==> src/sv/prfl_pkg.sv <==
package prfl_pkg;

  // fixed field widths of the ports
  localparam int PAGE_W = 8;
  localparam int SLOT_W = 3;
  localparam int HITS_W = 16;
  localparam int CFG_W  = 4;

  localparam logic [HITS_W-1:0] HITS_MAX = '1;

  // configuration register indexes
  typedef enum logic [0:0] {
    REG_POLICY = 1'b0,
    REG_FRAMES = 1'b1
  } cfg_reg_t;

  // replacement policy codes
  localparam logic POLICY_FIFO = 1'b0;
  localparam logic POLICY_LRU  = 1'b1;

  // per-cell control from the top level
  typedef struct packed {
    logic step;       // a reference is transferred this cycle
    logic lru_hit;    // hit with lru policy
    logic full_miss;  // miss with every frame in use
    logic clear;      // drop this entry after a frame count change
    logic active;     // cell index below the effective frame count
  } cell_ctl_t;

endpackage

==> src/sv/prfl_cell.sv <==
module prfl_cell #(
  parameter int PW = 8
) (
  input  logic              clk,
  input  logic              rst,
  input  prfl_pkg::cell_ctl_t ctl,
  input  logic [PW-1:0]     new_page,
  input  logic [PW-1:0]     above_page,
  input  logic              above_valid,
  input  logic              below_valid,
  input  logic              below_hit,
  output logic [PW-1:0]     page_q,
  output logic              valid_q,
  output logic              match,
  output logic              hit_up,
  output logic              top,
  output logic              free
);
  import prfl_pkg::*;

  logic move;
  logic fill;

  assign match  = valid_q && (page_q == new_page);
  assign hit_up = below_hit || match;
  assign top    = valid_q && !above_valid;
  assign free   = !valid_q && below_valid && ctl.active;
  assign move   = (ctl.lru_hit && hit_up) || ctl.full_miss;
  // every resident page sits below the free cell, so its below_hit is the hit
  assign fill   = free && !below_hit;

  always_ff @(posedge clk) begin
    if (rst) begin
      valid_q <= 1'b0;
    end else if (ctl.clear) begin
      valid_q <= 1'b0;
    end else if (ctl.step && fill && !ctl.full_miss) begin
      valid_q <= 1'b1;
    end
  end

  // shift down from the neighbor, or take the new page at the top of the run
  always_ff @(posedge clk) begin
    if (ctl.step) begin
      if (valid_q && move) begin
        page_q <= above_valid ? above_page : new_page;
      end else if (fill) begin
        page_q <= new_page;
      end
    end
  end

endmodule

==> src/sv/page_replace_fifo_lru_core.sv <==
// page replacement stack, fifo or lru, one page reference per transfer
// results appear with done in the cycle after start is taken
// throughput: one reference per cycle; busy stays low, the whole cell row updates on each transfer
// reset: stack empty, hit count zero, lru policy, eight frames requested
// results are strobed for one cycle on done; the receiver cannot stall
module page_replace_fifo_lru_core #(
  parameter int FRAMES     = 8,
  parameter int PAGE_COUNT = 256
) (
  input  logic                            clk,
  input  logic                            rst,
  input  logic                            start,
  output logic                            busy,
  input  logic [prfl_pkg::PAGE_W-1:0]     page,
  input  logic                            cfg_we,
  input  prfl_pkg::cfg_reg_t              cfg_idx,
  input  logic [prfl_pkg::CFG_W-1:0]      cfg_data,
  output logic                            done,
  output logic                            hit,
  output logic [prfl_pkg::SLOT_W-1:0]     slot,
  output logic                            evicted_valid,
  output logic [prfl_pkg::PAGE_W-1:0]     evicted_page,
  output logic [prfl_pkg::HITS_W-1:0]     hit_total
);
  import prfl_pkg::*;

  // stored page width: the port is 8 bits, the page space may be smaller
  localparam int PW    = (PAGE_COUNT >= (1 << PAGE_W)) ? PAGE_W : $clog2(PAGE_COUNT);
  localparam int SW    = (FRAMES > 1) ? $clog2(FRAMES) : 1;
  localparam int CNT_W = $clog2(FRAMES + 1);
  localparam int TAB_N = 1 << PAGE_W;

  // configuration registers
  logic              policy;
  logic [CFG_W-1:0]  frames_req;

  // page reduction table, modulo a constant worked out at elaboration
  logic [PW-1:0] mod_tab [TAB_N];
  logic [PW-1:0] ref_page;

  // the cell row
  cell_ctl_t        ctl      [FRAMES];
  logic [PW-1:0]    cell_pg  [FRAMES];
  logic [FRAMES:0]  valid_chain;   // [i] is the valid of cell i-1, [0] tied high
  logic [FRAMES:0]  hit_chain;     // hit at or below, rippled upward
  logic [FRAMES-1:0] match_vec;
  logic [FRAMES-1:0] top_vec;
  logic [FRAMES-1:0] free_vec;

  logic              step;
  logic              ref_hit;
  logic              free_any;
  logic              lru_hit;
  logic              full_miss;
  logic              frames_wr;
  logic [CNT_W-1:0]  n_cur;
  logic [CNT_W-1:0]  n_new;
  logic [FRAMES-1:0] sel_vec;
  logic [SW-1:0]     sel_idx;
  logic [SLOT_W+SW-1:0] slot_wide;
  logic [HITS_W-1:0] hit_cnt;
  logic [HITS_W-1:0] hit_cnt_next;

  // clamp a requested frame count into one to FRAMES
  function automatic logic [CNT_W-1:0] eff_frames(input logic [CFG_W-1:0] x);
    logic [CNT_W-1:0] r;
    if (x == '0) begin
      r = CNT_W'(1);
    end else if (int'(x) > FRAMES) begin
      r = CNT_W'(FRAMES);
    end else begin
      r = CNT_W'(x);
    end
    return r;
  endfunction

  // a new reference can start every cycle
  assign busy = 1'b0;
  assign step = start && !busy;

  for (genvar v = 0; v < TAB_N; v++) begin : g_tab
    assign mod_tab[v] = PW'(v % PAGE_COUNT);
  end
  assign ref_page = mod_tab[page];

  // configuration writes, only while idle: the user keeps to this, the block itself does not enforce it
  assign frames_wr = cfg_we && (cfg_idx == REG_FRAMES);
  assign n_cur     = eff_frames(frames_req);
  assign n_new     = eff_frames(cfg_data);

  always_ff @(posedge clk) begin
    if (rst) begin
      policy     <= POLICY_LRU;
      frames_req <= CFG_W'(8);
    end else if (cfg_we) begin
      unique case (cfg_idx)
        REG_POLICY: policy     <= cfg_data[0];
        REG_FRAMES: frames_req <= cfg_data;
        default:    ;
      endcase
    end
  end

  // global decisions from the row
  assign ref_hit   = hit_chain[FRAMES];
  assign free_any  = |free_vec;
  assign lru_hit   = ref_hit && (policy == POLICY_LRU);
  assign full_miss = !ref_hit && !free_any;

  assign valid_chain[0] = 1'b1;
  assign hit_chain[0]   = 1'b0;

  for (genvar i = 0; i < FRAMES; i++) begin : g_cell
    logic [PW-1:0] above_pg;
    logic          above_vl;

    if (i == FRAMES - 1) begin : g_last
      assign above_pg = '0;
      assign above_vl = 1'b0;
    end else begin : g_mid
      assign above_pg = cell_pg[i+1];
      assign above_vl = valid_chain[i+2];
    end

    assign ctl[i].step      = step;
    assign ctl[i].lru_hit   = lru_hit;
    assign ctl[i].full_miss = full_miss;
    // entries at or above the new frame count are dropped without report
    assign ctl[i].clear     = frames_wr && !(i < int'(n_new));
    assign ctl[i].active    = i < int'(n_cur);

    prfl_cell #(
      .PW (PW)
    ) u_cell (
      .clk         (clk),
      .rst         (rst),
      .ctl         (ctl[i]),
      .new_page    (ref_page),
      .above_page  (above_pg),
      .above_valid (above_vl),
      .below_valid (valid_chain[i]),
      .below_hit   (hit_chain[i]),
      .page_q      (cell_pg[i]),
      .valid_q     (valid_chain[i+1]),
      .match       (match_vec[i]),
      .hit_up      (hit_chain[i+1]),
      .top         (top_vec[i]),
      .free        (free_vec[i])
    );
  end

  // slot after this reference:
  //   fifo hit keeps the matching slot, lru hit and full miss end at the top
  //   of the run, a fill takes the first free slot
  always_comb begin
    if (ref_hit) begin
      sel_vec = (policy == POLICY_LRU) ? top_vec : match_vec;
    end else if (free_any) begin
      sel_vec = free_vec;
    end else begin
      sel_vec = top_vec;
    end
  end

  // one-hot to index, the selected vector has a single bit set
  always_comb begin
    sel_idx = '0;
    for (int k = 0; k < FRAMES; k++) begin
      if (sel_vec[k]) begin
        sel_idx = sel_idx | SW'(k);
      end
    end
  end

  assign slot_wide = {{SLOT_W{1'b0}}, sel_idx};

  // saturating hit count
  always_comb begin
    hit_cnt_next = hit_cnt;
    if (step && ref_hit && (hit_cnt != HITS_MAX)) begin
      hit_cnt_next = hit_cnt + HITS_W'(1);
    end
  end

  always_ff @(posedge clk) begin
    if (rst) begin
      hit_cnt <= '0;
      done    <= 1'b0;
    end else begin
      hit_cnt <= hit_cnt_next;
      done    <= step;
    end
  end

  // result payload, captured with the transfer
  always_ff @(posedge clk) begin
    if (step) begin
      hit           <= ref_hit;
      slot          <= slot_wide[SLOT_W-1:0];
      evicted_valid <= full_miss;
      evicted_page  <= full_miss ? PAGE_W'(cell_pg[0]) : '0;
    end
  end

  assign hit_total = hit_cnt;

endmodule

==> config.mk <==
export PLATFORM = sky130hd
export DESIGN_NAME = page_replace_fifo_lru_core
export DESIGN_NICKNAME = d
export VERILOG_FILES = /design/src/sv/prfl_pkg.sv /design/src/sv/prfl_cell.sv /design/src/sv/page_replace_fifo_lru_core.sv
export SDC_FILE = /design/constraint.sdc
export NUM_CORES = 1
export LEC_CHECK = 0
export ABC_AREA = 1
export BUFFER_PORTS_ARGS = -buffer_cell sky130_fd_sc_hd__buf_2
export CORE_MARGIN = 2
export CORE_UTILIZATION = 62
export CTS_BUF_LIST = sky130_fd_sc_hd__clkbuf_16
export CTS_CLUSTER_DIAMETER = 120
export DETAILED_ROUTE_END_ITERATION = 8
export GPL_ROUTABILITY_DRIVEN = 0
export GPL_TIMING_DRIVEN = 0
export PLACE_DENSITY_LB_ADDON = 0.12
export SLEW_MARGIN = 10
export SYNTH_ARGS = -nofsm -noshare
export SYNTH_HDL_FRONTEND = slang
export SYNTH_SLANG_ARGS = --single-unit
==> constraint.sdc <==
create_clock -name clk -period 3.5 [get_ports clk]
set_input_delay 0.7 -clock clk [delete_from_list [all_inputs] [get_ports clk]]
set_output_delay 0.7 -clock clk [all_outputs]
set_load 0.05 [all_outputs]
==> out/summary.txt <==
status = finished, final reports clean
cells along the critical path = buf_2 -> inv_2 -> buf_4 -> nand2_1 -> nand4_1 -> nand3b_1 -> nand4_2 -> nor2_4 -> nand4_4 -> nand2_2 -> nand2_4 -> buf_6 -> a21oi_1
initial antenna violation count = 0
Yosys cell types = 47
starting density of the core = 0.642
Mapped Area = 7020 sq um
Seq. cell area = 2910 sq um
final setup fails = 0
syn nets = 942
TritonCTS clock tree = built
Worst setup EP type = flip-flop
GRT Overall Usage = 0.321
Net Switching = 829 uW
clk_lat worst skew = 370 ps
Worst Hold End = frames_req[2]
worst stage delay on the critical path = 640 ps
Period minus WS final = 3410 ps
top area cells in the synthesized netlist = edfxtp_1 33%, nand2_1 14%, dfxtp_1 8.6%, inv_1 4.5%, nor2_1 4.4%
max_cap viols = 0
clk buf depth = 2
post-synthesis sequential area ratio = 0.415
routed wire length = 19600 um
Total Power = 2.84 mW
FP Rows = 38
fillers = 954
largest net degree at the start of global routing = 17
Root Buffer = clkbuf_16
R2R Path End = g_cell[6].u_cell.page_q[0]
Post-Layout Cell Count = 1126
Top delay family on crit path = simple AND/OR/NAND/NOR gates
post-DP HPWL = 14200 um
DR WL/cell = 17.4 um
cell internal pwr = 2.01 mW
Tcrit/Tclk final = 0.973
final hold vios = 0
grt ovf = 0
Clock transition at path regs = 70 ps
Worst EP required = 3500 ps
# placed instances = 1110
P per Cell Area = 369 nW/um^2
cell taking the most area after synthesis = edfxtp_1
Commonest cells post-synth = 267 x nand2_1, 84 x inv_1, 83 x nor2_1
Clock Power Share = 0.328
Reg2Reg Setup Slack = 450 ps
P_leak = 3.38 nW
worst-margin pin slew = 961 ps
critical path data arrival time = 3410 ps
VDD IR max = 288 uV
via count = 6601
final net count = 999
hold_sp = frames_req[2]
Slew Viols, Final = 0
Yosys Warn Count = 0
die width = 110 um
synthesis-stage register bit count = 107
Switching Share = 0.292
worst hold stages = 2
Final WS setup = 92.8 ps
CP max stage cell = a21oi_1
clock buffer count from CTS = 9
type of origin of the critical path = input pin
die height = 110 um
drt first pass iters = 6
dpl ws = -286 ps
reg-to-reg startpoint = frames_req[3]
Max Clk Rate = 293 MHz
CP bufs+invs = 4
met2 Resource Use GR = 0.506
Iteration-0 DRC Markers = 637
area share of the leading cell type in the synthesized netlist = 0.329
worst min-delay path class = reg2reg
clock sinks = 107
post-synthesis cell count = 924
# hold bufs at CTS = 0
# DRC = 0
dominant synthesized flop cell = edfxtp_1
worst-case reg-to-reg path depth = 12
I/O pin cnt = 48
Slew headroom = 0.359
EDFF count, synth = 77
vias in the first global route = 5883
Clock Skew = 11.2 ps
met1 Resource Use GR = 0.441
port buffer count = 46
post-synthesis async set-or-reset flop share = 0
share of layout cells above drive strength 1 = 0.172
Ant. Diodes = 0
Crit. path cell count = 13
RSZ-0062 raised after global routing = false
Max H-tree Level = 3
total core area = 10900 sq um
syn avg cell area = 7.60 sq um
Vias/cell = 5.86
area of the multi-input gates = 3440 sq um
Sequential Power Share = 0.505
CP Max Fanout = 10
met3 usage in global routing = 0.0417
Comb pwr share = 0.167
most common cell in the synthesized netlist = nand2_1
DRT antenna net count = 0
busiest grt layer = met2
Setup Crit Path Kind = in2reg
Area Growth Syn to Fin = 9.47%
global-route wire length before repair = 30700 um
Die ar. = 12200 sq um
area by class of cell:
| type | instances | area share |
|---|---|---|
| multi-input cells | 677 | 0.448 |
| flip-flops and latches | 107 | 0.379 |
| inverters | 94 | 0.0464 |
| plain buffers | 46 | 0.0407 |
| repair buffers | 46 | 0.0300 |
| clock buffers | 9 | 0.0293 |
| well taps | 140 | 0.0228 |
| clock inverters | 7 | 0.00391 |
through the flow:
stage	utilization	setup TNS (ps)	hold WS (ps)	cell area, sq um
2_1_floorplan	-	0	444	7020
3_3_place_gp	0.679	-4020	459	7420
3_5_place_dp	0.679	-3720	464	7420
4_1_cts	0.702	0	474	7680
5_1_grt	0.703	0	515	7680
6_report	0.703	0	471	7680
repair_timing:
action                     CTS  global route
buffers inserted             0             0
gates resized for setup      0             1
setup endpoints to repair    0             8
hold endpoints to repair     0             0
sequential cells by signal (all words and copies together) (netlist names):
register / count
frames_req: 4
g_cell.u_cell.page_q: 64
g_cell.u_cell.valid_q: 8
hit: 1
policy: 1
evicted_page: 8
evicted_valid: 1
slot: 3
hit_total: 16
done: 1
worst reg2reg max path, stage by stage, from the launching register on:
cell and delay [ps]:
dfxtp_1 340, nor2_1 250, inv_1 140, nand2_1 140, nand2_1 80, nor3_1 180
nand2_1 140, inv_2 140, nand4_4 200, nand2_2 170, nand2_4 100, buf_6 160
a21oi_1 640
how the worst max path moves through the flow:
stage	from	endpoint
finish	page[7]	g_cell[6].u_cell.page_q[0]
global route	page[0]	g_cell[6].u_cell.page_q[5]
CTS	page[3]	g_cell[7].u_cell.page_q[4]
detailed placement	page[3]	g_cell[7].u_cell.page_q[5]
global placement	page[3]	g_cell[7].u_cell.page_q[5]
floorplan	page[2]	g_cell[7].u_cell.page_q[0]
kinds of logic after synthesis:
group | after synthesis | share of synthesized area
AO/OA/AOI/OAI | 157 | 0.130
AND/OR/NAND/NOR | 487 | 0.318
other | 1 | 0.000534
adder cells (fa/ha/maj) | 1 | 0.00178
buffers and inverters | 140 | 0.0954
flip-flops | 107 | 0.415
XOR/XNOR | 31 | 0.0387
power groups by stage:
stage	Combinational, mW	Clock, mW	Sequential, mW
floorplan	0.288	0	1.50
global placement	0.455	0	1.46
detailed placement	0.462	0	1.46
CTS	0.464	0.925	1.43
global route	0.515	0.988	1.44
finish	0.474	0.931	1.43
layout by cell type (no fill, tap or decap), drive strengths merged, types with 9 or more instances in the layout:
cell type / Yosys / routed
nand2: 293 / 293
inv: 93 / 95
nor2: 85 / 85
o21ai: 81 / 81
buf: 32 / 78
edfxtp: 77 / 77
a21oi: 63 / 63
nand3: 62 / 62
dfxtp: 30 / 30
clkbuf: 14 / 23
xor2: 22 / 22
nor3: 19 / 19
nand4: 12 / 12
xnor2: 9 / 9
per-layer routing:
metal | routed length [um] | vias up
met5 | 0 | -
met4 | 873 | 0
met3 | 1830 | 59
met2 | 8910 | 370
met1 | 8020 | 3011
li1 | - | 3161
No activity file was read; power rests on OpenSTA's default activity.
